[config.mk]
export PLATFORM = sky130hd
export DESIGN_NAME = rme_isqrt
export DESIGN_NICKNAME = d
export VERILOG_FILES = /design/src/rtl/core/rme_isqrt.sv
export SDC_FILE = /design/constraint.sdc
export NUM_CORES = 1
export LEC_CHECK = 0
export BUFFER_PORTS_ARGS = -buffer_cell sky130_fd_sc_hd__buf_2
export CAP_MARGIN = 20
export CORE_UTILIZATION = 45
export DETAILED_ROUTE_END_ITERATION = 6
export SYNTH_ARGS = -nofsm -noshare
export SYNTH_HDL_FRONTEND = slang
export SYNTH_SLANG_ARGS = --single-unit
[constraint.sdc]
create_clock -name clk -period 7.05 [get_ports clk]
set_clock_uncertainty 0.2 [all_clocks]
set_input_delay 1.0575 -clock clk [delete_from_list [all_inputs] [get_ports clk]]
set_output_delay 1.0575 -clock clk [all_outputs]
set_load 0.01 [all_outputs]
[src/rtl/core/rme_isqrt.sv]
`timescale 1ns / 1ps
// ----------------------------------------------------------------------------
// rme_isqrt
// pipelined integer square root, one root bit per stage, with a valid bit
// and a sideband word carried alongside
// ----------------------------------------------------------------------------
module rme_isqrt #(
  parameter int IN_W   = 32,
  parameter int SIDE_W = 8
) (
  input  logic              clk,
  input  logic              rst_n,
  input  logic              in_valid,
  input  logic [IN_W-1:0]   in_n,
  input  logic [SIDE_W-1:0] in_side,
  output logic              out_valid,
  output logic [IN_W/2-1:0] out_root,
  output logic [SIDE_W-1:0] out_side
);

  localparam int H  = IN_W / 2;
  localparam int RW = H + 2;

  logic              v_r    [H];
  logic [H-1:0]      root_r [H];
  logic [SIDE_W-1:0] side_r [H];
  logic [RW-1:0]     rem_r  [H-1];
  logic [IN_W-1:0]   n_r    [H-1];

  for (genvar k = 0; k < H; k++) begin : g_stage
    logic              v_in;
    logic [RW-1:0]     rem_in;
    logic [H-1:0]      root_in;
    logic [IN_W-1:0]   n_in;
    logic [SIDE_W-1:0] side_in;
    logic [RW-1:0]     cur;
    logic [RW-1:0]     trial;
    logic              ge;

    if (k == 0) begin : g_first
      assign v_in    = in_valid;
      assign rem_in  = '0;
      assign root_in = '0;
      assign n_in    = in_n;
      assign side_in = in_side;
    end else begin : g_next
      assign v_in    = v_r[k-1];
      assign rem_in  = rem_r[k-1];
      assign root_in = root_r[k-1];
      assign n_in    = n_r[k-1];
      assign side_in = side_r[k-1];
    end

    assign cur   = {rem_in[RW-3:0], n_in[IN_W-1 -: 2]};
    assign trial = {root_in, 2'b01};
    assign ge    = (cur >= trial);

    always_ff @(posedge clk) begin
      if (!rst_n) begin
        v_r[k] <= 1'b0;
      end else begin
        v_r[k] <= v_in;
      end
    end

    always_ff @(posedge clk) begin
      root_r[k] <= {root_in[H-2:0], ge};
      side_r[k] <= side_in;
    end

    if (k < H - 1) begin : g_rem
      always_ff @(posedge clk) begin
        rem_r[k] <= ge ? (cur - trial) : cur;
        n_r[k]   <= {n_in[IN_W-3:0], 2'b00};
      end
    end
  end

  assign out_valid = v_r[H-1];
  assign out_root  = root_r[H-1];
  assign out_side  = side_r[H-1];

endmodule

Word level (Yosys, flattened, before mapping)
Memory sizes are Yosys's and may differ from the RTL's.
Index checks and enable logic that the tools add are counted.

operators by class
  $add $sub $neg = 15
  magnitude comparators = 16
  mux-type cells = 33
  bitwise operators = 16

operator list
  kind                   number
  $ge A18 B18 Y1         15
  $mux W18               15
  $sub A18 B18 Y18       14
  $mux W1                18
  $or A1 B1 Y1           16
  $sub A2 B1 Y3 const B  1
  $ge A2 B1 Y1 const B   1

word-level totals
  register bits after elaboration = 0
  bits in writable memories = 1,120
  input bits = 43
  output and inout bits = 25
  word-level logic and storage cells = 85
  memories kept = 5

memories
  memory  words  width  read ports  clocked after Yosys merged registers in  wr ports  line  text
  n_r     15     30     15          0                                        15        28    logic [IN_W-1:0] n_r [H-1];
  rem_r   15     18     15          0                                        15        27    logic [RW-1:0] rem_r [H-1];
  root_r  16     16     16          0                                        16        25    logic [H-1:0] root_r [H];
  side_r  16     8      16          0                                        16        26    logic [SIDE_W-1:0] side_r [H];
  v_r     16     1      16          0                                        16        24    logic v_r [H];

Depth between registers and ports, before layout
An unclocked memory read counts as a cell.

  word-level depth = 3
  gate-level depth with buffers = 11
  gate-level depth less buffers = 10

Worst setup path before layout
OpenSTA, ideal clock, no wires.

  path kind = flip-flop to flip-flop
  start point = memory root_r[0][83] in the netlist's numbering
  end point = memory rem_r[0][122] in the netlist's numbering
  library setup time = 0.118 ns
  arrival time = 2.395 ns
  data required time = 6.732 ns
  setup slack = 4.337 ns
  stages on the path, launching flop included = 10
  buffers on the path = 0
  clock period less this slack = 2.713 ns
  cell sequence = dfxtp_1 inv_1 ha_1 a21o_1 a21oi_2 nor2b_1 or3_1 or3b_1 or4_4 xnor2_2

RTL lines
  what         line
  from (decl)  25
  to (decl)    27

==> flow_metrics.py <==
metrics = {
    "sta": {
        "finalCritPeriodShare": 0.467,
        "finalSetupViolations": 0,
        "rsz0062_at_grt": "no",
        "setup_slack_ns": 3.76,
        "finalSetupTns_ns": 0,
        "hold_viol_final": 0,
        "worstMarginPinSlew_ns": 0.985,
        "finalCriticalPeriod_ns": 3.29,
        "max_freq_mhz": 304,
        "slew_viol_final": 0,
        "max_slew_margin": 0.344,
    },
    "job": {
        "max_cap_viol_count": 0,
    },
    "cts": {
        "cts_max_level": 3,
        "postCtsSetupRepairBufs": 0,
        "post_cts_resized": 0,
        "cts_root_buffer": "clkbuf_16",
        "ctsHoldBuffers": 0,
        "cts_sinks": 744,
        "clk_latency_ns": 0.62,
        "path_clk_slew_ns": 0.06,
        "cts_inserted_buffers": 75,
        "cts_tree": "done",
        "clock_path_buffers": 3,
    },
    "synthesis": {
        "synth_top_area_cell": "dfxtp_1",
        "syn_inst": 2202,
        "ys_seq_area_frac": 0.608,
        "synthesis.nets": 2397,
        "synth_most_common_cell": "dfxtp_1",
        "yosys.area.top_type_share": 0.608,
        "synth_cell_types": 72,
        "netlist_area_sq_um": 24500,
        "synth_top_flop_cell": "dfxtp_1",
        "synthArstFlopShare": 0,
        "synthTopCellsByArea": "dfxtp_1, ha_1, xnor2_1",
        "ys_ff_latch": 744,
        "synth.avg_cell_area_sq_um": 11.1,
        "synth-edff-count": 0,
        "synth_warnings": 0,
        "synth_commonest_cells": "dfxtp_1, inv_1, ha_1",
    },
    "drt": {
        "routed_wl_mm": 40.2,
        "drtIter0Drc": 816,
        "wl_per_cell_microns": 13.1,
        "ant_nets": 0,
        "dr_total_vias": 14900,
        "firstDrtPassIters": 7,
        "viasPerCell": 4.83,
        "drcViolationCount": 0,
    },
    "global_routing": {
        "grt-ovfl-total": 0,
        "antenna_found_initial": 0,
        "grt_pass1_vias": 14500,
        "grt_max_degree": 25,
        "track_usage": 0.149,
        "grt_pass1_wl_mm": 68.2,
    },
    "pwr": {
        "power.switching_mw": 3.08,
        "ir_worst_vdd_mv": 0.213,
        "combPwrFrac": 0.181,
        "powerDensity_nw_per_um2": 402,
        "swShare": 0.271,
        "p_leak_nw": 13.2,
        "pwr-share-seq": 0.465,
        "cellInternalPower_mw": 8.27,
        "power.share.clock": 0.354,
    },
    "place": {
        "place_congestion": 0.902,
        "dp_hpwl_mm": 29.6,
        "pre_cts_slack_ns": 3.80,
        "io_buffers": 67,
    },
    "floorplanning": {
        "start_util": 0.455,
        "die_area_sq_um": 55400,
        "die_w_microns": 235,
        "coreArea_sq_um": 53800,
        "ioPinCount": 68,
        "die_h_microns": 235,
        "rows": 85,
    },
    "worst_hold_path": {
        "hp-class": "flop to flop",
    },
    "cells_and_area": {
        "diodes": 0,
        "area_growth_syn_to_layout_pct": 15.2,
        "multi_input_area_sq_um": 8810,
        "n_fill_cell": 4733,
        "regArea_sq_um": 14900,
        "layout-drive-gt1-share": 0.110,
        "final_nets": 2522,
    },
    "critical_path": {
        "start_kind": "flop",
        "path_max_fanout": 17,
        "worst_ep_arrival_time_ns": 3.60,
        "cp-end-kind": "flop",
        "path_class": "flop to flop",
        "required_ns": 7.36,
    },
    "outcome": {
        "status": "finished clean",
    },
}
-- power groups by stage --
stage	clock network [mW]	logic (mW)	registers (mW)
final	4.02	2.05	5.28
after floorplan	0	1.66	5.23
after CTS	4.15	2.05	5.29
after global routing	4.34	2.32	5.36
after global placement	0	2.00	5.37
after detailed placement	0	2.04	5.38
-- layout make-up --
class                   instances  area share
repair buffers                 71      0.0130
inverters                     183      0.0243
clock inverters                38      0.0196
clock buffers                  92      0.0720
multi-input cells            1252       0.312
well taps                     696      0.0309
flip-flops and latches        744       0.528
-- kinds of logic (layout without fill, tap and decap cells) --
kind of cell | count (synthesis) | count (layout) | synth area share
other | 1 | 1 | 0.000153
adders and majority gates | 152 | 152 | 0.0776
and+or+nand+nor | 518 | 518 | 0.107
xor gates and xnor gates | 153 | 153 | 0.0550
AOI/OAI and AO/OA | 374 | 374 | 0.0950
muxes | 54 | 54 | 0.0244
buffers and inverters | 206 | 384 | 0.0323
DFF | 744 | 744 | 0.608
-- cells in the final DEF (no fill, tap or decap), types with 8 or more instances in the layout --
cell / n
a31oi_1: 15
nand4_1: 16
nand2_1: 111
inv_1: 181
nor4_1: 23
xnor2_1: 79
o31ai_1: 9
clkbuf_16: 76
nor3_1: 37
nand3_1: 34
or4_1: 16
nor3b_1: 10
mux2i_1: 9
a21oi_1: 98
dfxtp_1: 744
bufinv_16: 9
buf_2: 67
nand2b_1: 21
a21o_1: 40
xor2_1: 73
clkinv_2: 16
mux2_2: 45
nor2_1: 136
or3_1: 22
or2_2: 8
nor2b_1: 27
o21a_1: 39
o21ai_0: 106
and3_1: 8
and2_1: 22
clkbuf_1: 9
ha_1: 152
-- path summary, 6_finish.rpt --
path | startpoint | cells past startpoint | to | slack, ns
min reg2reg | n_r[2][52]$_DFF_P_ | 0 | n_r[3][24]$_DFF_P_ | 0.12
max reg2reg | root_r[1][80]$_DFF_P_ | 9 | rem_r[1][120]$_DFF_P_ | 3.76
max | root_r[1][80]$_DFF_P_ | 9 | rem_r[1][120]$_DFF_P_ | 3.76
min | n_r[2][52]$_DFF_P_ | 0 | n_r[3][24]$_DFF_P_ | 0.12
-- flip-flops by register name, summed over array words and instances, names as in the netlist --
signal	count
side_r	128
n_r	240
v_r	16
root_r	136
rem_r	224
-- worst max-delay path, stage by stage, from the launching register on --
cell      delay (ns)
dfxtp_1         0.34
inv_1           0.05
ha_1            0.32
nor2b_1         0.14
o21ai_0         0.15
nand2b_1        0.15
a31oi_1         0.45
o21ai_1         0.16
a21oi_2         0.79
mux2_2          0.42
-- layer usage --
metal,GRT usage,vias to the layer above,share of wire
li1,-,7696,-
met1,0.189,6799,0.47
met2,0.246,294,0.46
met3,0.0298,68,0.047
met4,0.0656,0,0.025
met5,0,-,0
-- stage by stage --
step           cells   util  instance area (sq um)  hold slack [ns]  power, mW
2_1_floorplan   2202      -                  24500            0.110       6.89
3_3_place_gp    2946  0.476                  25600            0.110       7.37
3_5_place_dp    2946  0.476                  25600            0.112       7.42
4_1_cts         3076  0.524                  28200            0.117       11.5
5_1_grt         3076  0.524                  28200            0.125       12.0
6_report        3076  0.524                  28200            0.117       11.4
No activity file was read; power rests on OpenSTA's default activity.
