File: src/rtl/core/rme_pkg.sv
`timescale 1ns / 1ps
// ----------------------------------------------------------------------------
// rme_pkg
// shared constants for the rotation matrix to euler angle pipeline
// ----------------------------------------------------------------------------
package rme_pkg;

  localparam int ANGLE_W     = 35;
  localparam int TABLE_LEN   = 24;
  localparam int PRESHIFT    = 14;
  localparam int ROUND_SHIFT = 17;
  localparam int THR_W       = 15;
  localparam int ADDR_W      = 3;
  localparam int DATA_W      = 32;

  localparam logic [ADDR_W-1:0] ADDR_THRESHOLD = 3'd0;
  localparam logic [THR_W-1:0]  THR_RESET      = 15'd1;

  localparam int PI_Q13      = 25736;
  localparam int HALF_PI_Q13 = 12868;

  localparam logic signed [ANGLE_W-1:0] HALF_PI_Q30 = 35'sd1686629713;
  localparam logic signed [ANGLE_W-1:0] ROUND_Q30   = 35'sd65536;

  localparam logic signed [ANGLE_W-1:0] ATAN_Q30 [TABLE_LEN] = '{
    35'sd843314856, 35'sd497837829, 35'sd263043836, 35'sd133525158,
    35'sd67021686,  35'sd33543515,  35'sd16775850,  35'sd8388437,
    35'sd4194282,   35'sd2097149,   35'sd1048575,   35'sd524287,
    35'sd262143,    35'sd131071,    35'sd65535,     35'sd32767,
    35'sd16383,     35'sd8191,      35'sd4095,      35'sd2047,
    35'sd1023,      35'sd511,       35'sd255,       35'sd127
  };

endpackage

File: src/rtl/core/rme_cordic.sv
`timescale 1ns / 1ps
// ----------------------------------------------------------------------------
// rme_cordic
// pipelined vectoring atan2: quadrant fold, one micro-rotation per stage,
// then rounding to q3.13 and saturation
// ----------------------------------------------------------------------------
module rme_cordic #(
  parameter int IW    = 18,
  parameter int STEPS = 16,
  parameter int OW    = 16,
  parameter int LIM   = 25736
) (
  input  logic                 clk,
  input  logic signed [IW-1:0] in_y,
  input  logic signed [IW-1:0] in_x,
  input  logic                 in_force_zero,
  output logic signed [OW-1:0] out_angle
);

  localparam int W  = IW + rme_pkg::PRESHIFT + 3;
  localparam int AW = rme_pkg::ANGLE_W;
  localparam int QW = AW - rme_pkg::ROUND_SHIFT;
  localparam logic signed [QW-1:0] LIM_Q = QW'(LIM);

  logic signed [W-1:0]  xs;
  logic signed [W-1:0]  ys;
  logic signed [W-1:0]  x_pre_nxt;
  logic signed [W-1:0]  y_pre_nxt;
  logic signed [AW-1:0] a_pre_nxt;
  logic                 z_pre_nxt;

  logic signed [W-1:0]  x_pre_r;
  logic signed [W-1:0]  y_pre_r;
  logic signed [AW-1:0] a_pre_r;
  logic                 z_pre_r;

  logic signed [W-1:0]  x_r [STEPS];
  logic signed [W-1:0]  y_r [STEPS];
  logic signed [AW-1:0] a_r [STEPS];
  logic                 z_r [STEPS];

  logic signed [AW-1:0] a_sum;
  logic signed [QW-1:0] q;
  logic signed [QW-1:0] q_sat;
  logic signed [OW-1:0] out_r;

  assign xs = W'(in_x) <<< rme_pkg::PRESHIFT;
  assign ys = W'(in_y) <<< rme_pkg::PRESHIFT;

  always_comb begin
    z_pre_nxt = in_force_zero || ((in_x == '0) && (in_y == '0));
    if (xs[W-1] && !ys[W-1]) begin
      x_pre_nxt = ys;
      y_pre_nxt = -xs;
      a_pre_nxt = rme_pkg::HALF_PI_Q30;
    end else if (xs[W-1]) begin
      x_pre_nxt = -ys;
      y_pre_nxt = xs;
      a_pre_nxt = -rme_pkg::HALF_PI_Q30;
    end else begin
      x_pre_nxt = xs;
      y_pre_nxt = ys;
      a_pre_nxt = '0;
    end
  end

  always_ff @(posedge clk) begin
    x_pre_r <= x_pre_nxt;
    y_pre_r <= y_pre_nxt;
    a_pre_r <= a_pre_nxt;
    z_pre_r <= z_pre_nxt;
  end

  for (genvar i = 0; i < STEPS; i++) begin : g_iter
    logic signed [W-1:0]  x_in;
    logic signed [W-1:0]  y_in;
    logic signed [AW-1:0] a_in;
    logic                 z_in;
    logic signed [W-1:0]  dx;
    logic signed [W-1:0]  dy;

    if (i == 0) begin : g_first
      assign x_in = x_pre_r;
      assign y_in = y_pre_r;
      assign a_in = a_pre_r;
      assign z_in = z_pre_r;
    end else begin : g_next
      assign x_in = x_r[i-1];
      assign y_in = y_r[i-1];
      assign a_in = a_r[i-1];
      assign z_in = z_r[i-1];
    end

    assign dx = y_in >>> i;
    assign dy = x_in >>> i;

    always_ff @(posedge clk) begin
      z_r[i] <= z_in;
      if (!y_in[W-1]) begin
        x_r[i] <= x_in + dx;
        y_r[i] <= y_in - dy;
        a_r[i] <= a_in + rme_pkg::ATAN_Q30[i];
      end else begin
        x_r[i] <= x_in - dx;
        y_r[i] <= y_in + dy;
        a_r[i] <= a_in - rme_pkg::ATAN_Q30[i];
      end
    end
  end

  assign a_sum = a_r[STEPS-1] + rme_pkg::ROUND_Q30;
  assign q     = signed'(a_sum[AW-1:rme_pkg::ROUND_SHIFT]);

  always_comb begin
    if (q > LIM_Q) begin
      q_sat = LIM_Q;
    end else if (q < -LIM_Q) begin
      q_sat = -LIM_Q;
    end else begin
      q_sat = q;
    end
  end

  always_ff @(posedge clk) begin
    out_r <= z_r[STEPS-1] ? '0 : q_sat[OW-1:0];
  end

  assign out_angle = out_r;

endmodule

File: config.mk
export PLATFORM = sky130hd
export DESIGN_NAME = rme_cordic
export DESIGN_NICKNAME = d
export VERILOG_FILES = /design/src/rtl/core/rme_pkg.sv /design/src/rtl/core/rme_cordic.sv
export SDC_FILE = /design/constraint.sdc
export NUM_CORES = 2
export LEC_CHECK = 0
export CAP_MARGIN = 10
export CORE_AREA = 2 2 525 527
export DETAILED_ROUTE_END_ITERATION = 10
export DIE_AREA = 0 0 527 529
export DONT_BUFFER_PORTS = 1
export SLEW_MARGIN = 20
export SYNTH_ARGS = -nofsm -noshare
export SYNTH_HDL_FRONTEND = slang
export SYNTH_SLANG_ARGS = --single-unit
File: constraint.sdc
create_clock -name clk -period 5.8 [get_ports clk]
set_input_delay 0.29 -clock clk [delete_from_list [all_inputs] [get_ports clk]]
set_output_delay 0.29 -clock clk [all_outputs]
set_load 0.01 [all_outputs]
* After elaboration in Yosys (flattened, before gate mapping)
Memory sizes are Yosys's and may differ from the RTL's.
Cells that the tools add are included.
W data, S select, Z words.
** Operators by class
- Bitwise operators :: 49
- $add $sub $neg :: 98
- Reductions and logical operators :: 9
- $lt $le $gt $ge :: 2
- Mux-type cells :: 87
** Operators by type and width (number)
- $mux W35 :: 53
- $add A35 B18 Y35 const B :: 2
- $add A35 B20 Y35 :: 2
- $add A35 B21 Y35 :: 2
- $add A35 B22 Y35 :: 2
- $add A35 B23 Y35 :: 2
- $add A35 B24 Y35 :: 2
- $add A35 B25 Y35 :: 2
- $add A35 B26 Y35 :: 2
- $add A35 B27 Y35 :: 2
- $add A35 B28 Y35 :: 2
- $add A35 B29 Y35 :: 2
- $add A35 B30 Y35 :: 2
- $add A35 B31 Y35 :: 2
- $add A35 B32 Y35 :: 2
- $add A35 B33 Y35 :: 2
- $add A35 B34 Y35 :: 2
- $neg A32 Y35 :: 2
- $sub A35 B20 Y35 :: 2
- $sub A35 B21 Y35 :: 2
- $sub A35 B22 Y35 :: 2
- $sub A35 B23 Y35 :: 2
- $sub A35 B24 Y35 :: 2
- $sub A35 B25 Y35 :: 2
- 55 further kinds :: 146
** Word-level totals
- Bits in writable memories :: 1696
- Memories kept :: 4
- Word-level logic and storage cells :: 257
- Output and inout port bits :: 16
- Bits in registers :: 122
** Memory list
- a_r :: depth 16, width 35, rd ports 16, clocked after Yosys merged registers in 0, wr ports 16, line rme_cordic.sv:39 : logic signed [AW-1:0] a_r [STEPS];
- x_r :: depth 16, width 35, rd ports 15, clocked after Yosys merged registers in 0, wr ports 16, line rme_cordic.sv:37 : logic signed [W-1:0] x_r [STEPS];
- y_r :: depth 16, width 35, rd ports 15, clocked after Yosys merged registers in 0, wr ports 16, line rme_cordic.sv:38 : logic signed [W-1:0] y_r [STEPS];
- z_r :: depth 16, width 1, rd ports 16, clocked after Yosys merged registers in 0, wr ports 16, line rme_cordic.sv:40 : logic z_r [STEPS];

* Longest topological paths before layout
An unclocked memory read counts as a cell.
- Word-level depth :: 5
- Mapped depth :: 21
- Gate-level depth less buffers :: 21

* Worst setup path after synthesis
Ideal clock, no wire load.
- Path kind :: register to register
- Start :: memory y_r[3][34] in the netlist's numbering
- End :: memory a_r[0][174] in the netlist's numbering
- Cell stages (with the launch flop) :: 16
- Clock period less this slack :: 4.374 ns
- Data required time :: 5.679 ns
- Data arrival time :: 4.253 ns
- Path slack :: 1.426 ns
- Cells stage by stage :: dfxtp_1 -> clkbuf_1 -> buf_1 -> inv_1 -> ha_1 -> and4_1 -> nor2b_1 -> o31ai_2 -> o211ai_1 -> o2111ai_2 -> a21oi_1 -> or3_1 -> o311a_1 -> a311oi_2 -> a21oi_1 -> xnor2_1
** RTL lines (line)
- from (decl) :: rme_cordic.sv:38
- to (decl) :: rme_cordic.sv:39

==> flow_summary.json <==
{
  "outcome": "complete, no violations",
  "layout_common_cells": "dfxtp_1 (1464), ha_1 (1415), a21oi_1 (1374), nor2_1 (1285), xnor2_1 (1201)",
  "numClockSinks": 1479,
  "antenna_found_initial": 2,
  "synth_area_leaders": "dfxtp_1 (27%), ha_1 (16%), xnor2_1 (9.7%)",
  "synth_compound_area_share_pct": 22.1,
  "worst_slew_pin_slew_ns": 1.17,
  "dpl.hpwl_um": 213000,
  "syn_avg_cell_area_sq_um": 8.42,
  "crit_path_cell_trace": "or4_1 > nor2_1 > nand3_1 > nor4_1 > and2_1 > nor2_1 > xnor2_1 > ha_1 > nor2b_1 > o21ai_0 > nand2b_1 > a2111o_1 > a2111oi_0 > o31ai_1 > o41ai_2 > o21bai_1 > a21oi_1 > xnor2_1",
  "die_h_um": 529,
  "nNetsFinal": 14500,
  "synthFlopType": "dfxtp_1",
  "fmax_mhz": 196,
  "detail-route-antenna-nets": 0,
  "report.final.setup_viol": 0,
  "r2r-end": "x_r[0][241]",
  "nFillCells": 27300,
  "synth-adder-area-share_pct": 17.1,
  "cp-start-kind": "flop",
  "async_reset_ff_share_pct": 0,
  "clkSlewWorstSetupHoldPaths_ns": 0.06,
  "cts_made_buffers": 177,
  "synth.mux.area_fraction_pct": 0.473,
  "portBuffers": 0,
  "ys_seq_elements": 1479,
  "dieArea_sq_um": 279000,
  "dp_slack_ns": 0.739,
  "wire_per_inst_um": 15.8,
  "fin_ws_ns": 0.692,
  "core_region_area_sq_um": 273000,
  "startpoint": "y_r[5][12]",
  "cts_setup_buffers": 0,
  "grt_max_degree": 74,
  "cts-htree-levels": 4,
  "crit_family": "compound AO/OA/AOI/OAI gates",
  "cp_max_fo": 6,
  "synth_top_family_by_area": "compound AO/OA/AOI/OAI gates",
  "slew_headroom_pct": 19.7,
  "netlist_area_sq_um": 109000,
  "drc_errors": 0,
  "finalSetupTns_ns": 0,
  "slowest_delay_ns": 0.60,
  "first_pass_iters": 6,
  "start_util_pct": 39.8,
  "cp.required_ns": 6.53,
  "clock_latency_ns": 0.84,
  "netlist_instances": 12900,
  "viasPerCell": 5.37,
  "num_vias": 89900,
  "hp-class": "input pin to flop",
  "r2r-start": "y_r[5][12]",
  "hold_path_depth": 4,
  "finalHoldViolations": 0,
  "synth-simple-area-share_pct": 15.6,
  "cp_num_cells": 18,
  "ctsRootBufferMaster": "clkbuf_16",
  "maxCapViolCount": 0,
  "synth_edf_count": 0,
  "final.period_utilization_pct": 88.1,
  "r2r_slack_ns": 0.69,
  "cts_tree": "done",
  "grt_pass1_wl_um": 430000,
  "synthToLayoutAreaGrowth_pct": 9.73,
  "wl_um": 265000,
  "critPathBufInv": 0,
  "r2r_cells": 18,
  "rsz0062_at_grt": "no",
  "drt_iter0_drc": 4612,
  "gp_congestion": 0.896,
  "endpoint_kind": "flop",
  "ys_seq_area_share_pct": 27.3,
  "slew_viol_final": 0,
  "ys_types": 113,
  "die_x_um": 527,
  "grt_use_total_pct": 18.3,
  "slowest_stage": "or4_1",
  "grt_pass1_vias": 84600,
  "io_pins": 54,
  "mostFrequentLayoutCell": "dfxtp_1",
  "num_rows": 192,
  "min_period_ns": 5.11,
  "crit_end": "x_r[0][241]",
  "yosys_warnings": 0,
  "skew_ns": 0.0712,
  "synth_top_area_share_pct": 27.3,
  "grt_overflow": 0,
  "cts_buffer_depth": 4,
  "synthXorXnorAreaFrac_pct": 14.8,
  "critPathKind": "flop to flop",
  "cp.arrival_ns": 5.84,
  "drive_gt1_share_pct": 3.90,
  "synth_top_cell_by_area": "dfxtp_1"
}
-- worst min path at each step --
| stage | endpoint | start | slack, ns |
|---|---|---|---|
| after detailed placement | z_r[1][0] | z_r[0][7] | 0.31 |
| after floorplan | a_r[0][0] | a_pre_r[0] | 0.31 |
| after CTS | g_iter[0].dx[25] | in_x[7] | 0.002 |
| after global placement | z_r[1][5] | z_r[1][4] | 0.31 |
| final | g_iter[0].dy[17] | in_y[2] | 0.07 |
| after global routing | g_iter[0].dx[27] | in_x[7] | 0.07 |
-- cells in the mapped netlist, types with 25 or more instances --
cell type	instances
dfxtp_1	1479
ha_1	1415
a21oi_1	1374
nor2_1	1285
xnor2_1	1201
nand2_1	646
xor2_1	631
a21o_1	598
inv_1	585
o21ai_0	527
nor3_1	351
nand3_1	228
o21a_1	185
o21bai_1	181
nor2b_1	180
nand2b_1	163
a31oi_1	156
clkbuf_1	152
and3_1	134
nor4_1	100
or3_1	93
a211oi_1	91
nand4_1	83
and2_1	81
o31ai_1	57
o21ai_1	51
o211ai_1	48
o41ai_1	48
or4_1	47
or2_2	43
fa_1	41
a21boi_0	29
a2111oi_0	27
a211o_1	27
a31o_2	27
mux2_2	27
nor3b_1	27
o2111ai_1	26
o31a_1	25
-- cell families (layout without fill, tap and decap cells) --
kind of cell    after synthesis  after routing
compound gates             3759           3759
simple gates               3545           3545
xor+xnor                   1832           1832
flops                      1479           1479
fa+ha+maj                  1456           1456
buf+inv                     778           1017
mux                          48             48
other cells                   1              6
-- per-stage QoR --
stage,std cells,hold WS [ns],area (sq um),util (%)
after floorplan,12900,0.310,109000,-
after global placement,16400,0.310,113000,41.4
after detailed placement,16400,0.312,113000,41.4
after CTS,16700,0.00248,119000,43.7
after global routing,16700,0.0689,119000,43.7
final,16700,0.0749,119000,43.7
-- registers in the layout, summed over array words and instances (netlist names) --
name,cells
a_r,539
y_r,438
x_r,424
g_iter.dx,21
g_iter.dy,21
out_angle,16
z_r,16
a_pre_r,3
g_iter.z_in,1
-- worst reg2reg max path, cell delays in order (launching register included) --
cell and delay [ns]:
dfxtp_1 0.35, or4_1 0.60, nor2_1 0.15, nand3_1 0.15, nor4_1 0.43, and2_1 0.31
nor2_1 0.08, xnor2_1 0.14, ha_1 0.37, nor2b_1 0.16, o21ai_0 0.16, nand2b_1 0.12
a2111o_1 0.42, a2111oi_0 0.59, o31ai_1 0.22, o41ai_2 0.38, o21bai_1 0.11, a21oi_1 0.18
xnor2_1 0.13
-- layer usage --
layer / wire length, um / vias up / part of all wire (%) / global-route usage [%]
met3: 9300 / 413 / 3.5 / 2.11
met1: 123000 / 41500 / 46 / 23.6
li1: - / 46500 / - / -
met5: 0 / - / 0 / 0
met4: 6630 / 0 / 2.5 / 4.65
met2: 126000 / 1453 / 48 / 32.2
-- area by class of cell --
| cell class | instances | area (sq um) | area share (%) |
|---|---|---|---|
| Multi-Input combinational cell | 10600 | 76100 | 63.8 |
| Clock buffer | 245 | 5070 | 4.25 |
| Inverter | 588 | 2210 | 1.85 |
| Sequential cell | 1479 | 29600 | 24.9 |
| Timing Repair Buffer | 123 | 1130 | 0.947 |
| Clock inverter | 61 | 592 | 0.496 |
| Tap cell | 3589 | 4490 | 3.77 |
| Antenna cell | 3 | 7.51 | 0.00630 |
-- timing repair --
item,CTS,global route
endpoints found under the hold margin,43,0
hold buffers,66,0
gates resized for setup,0,0
Power is left out: the tool's default activity adds up to more than one toggle a clock period on the data nets, which glitch-free logic cannot reach.
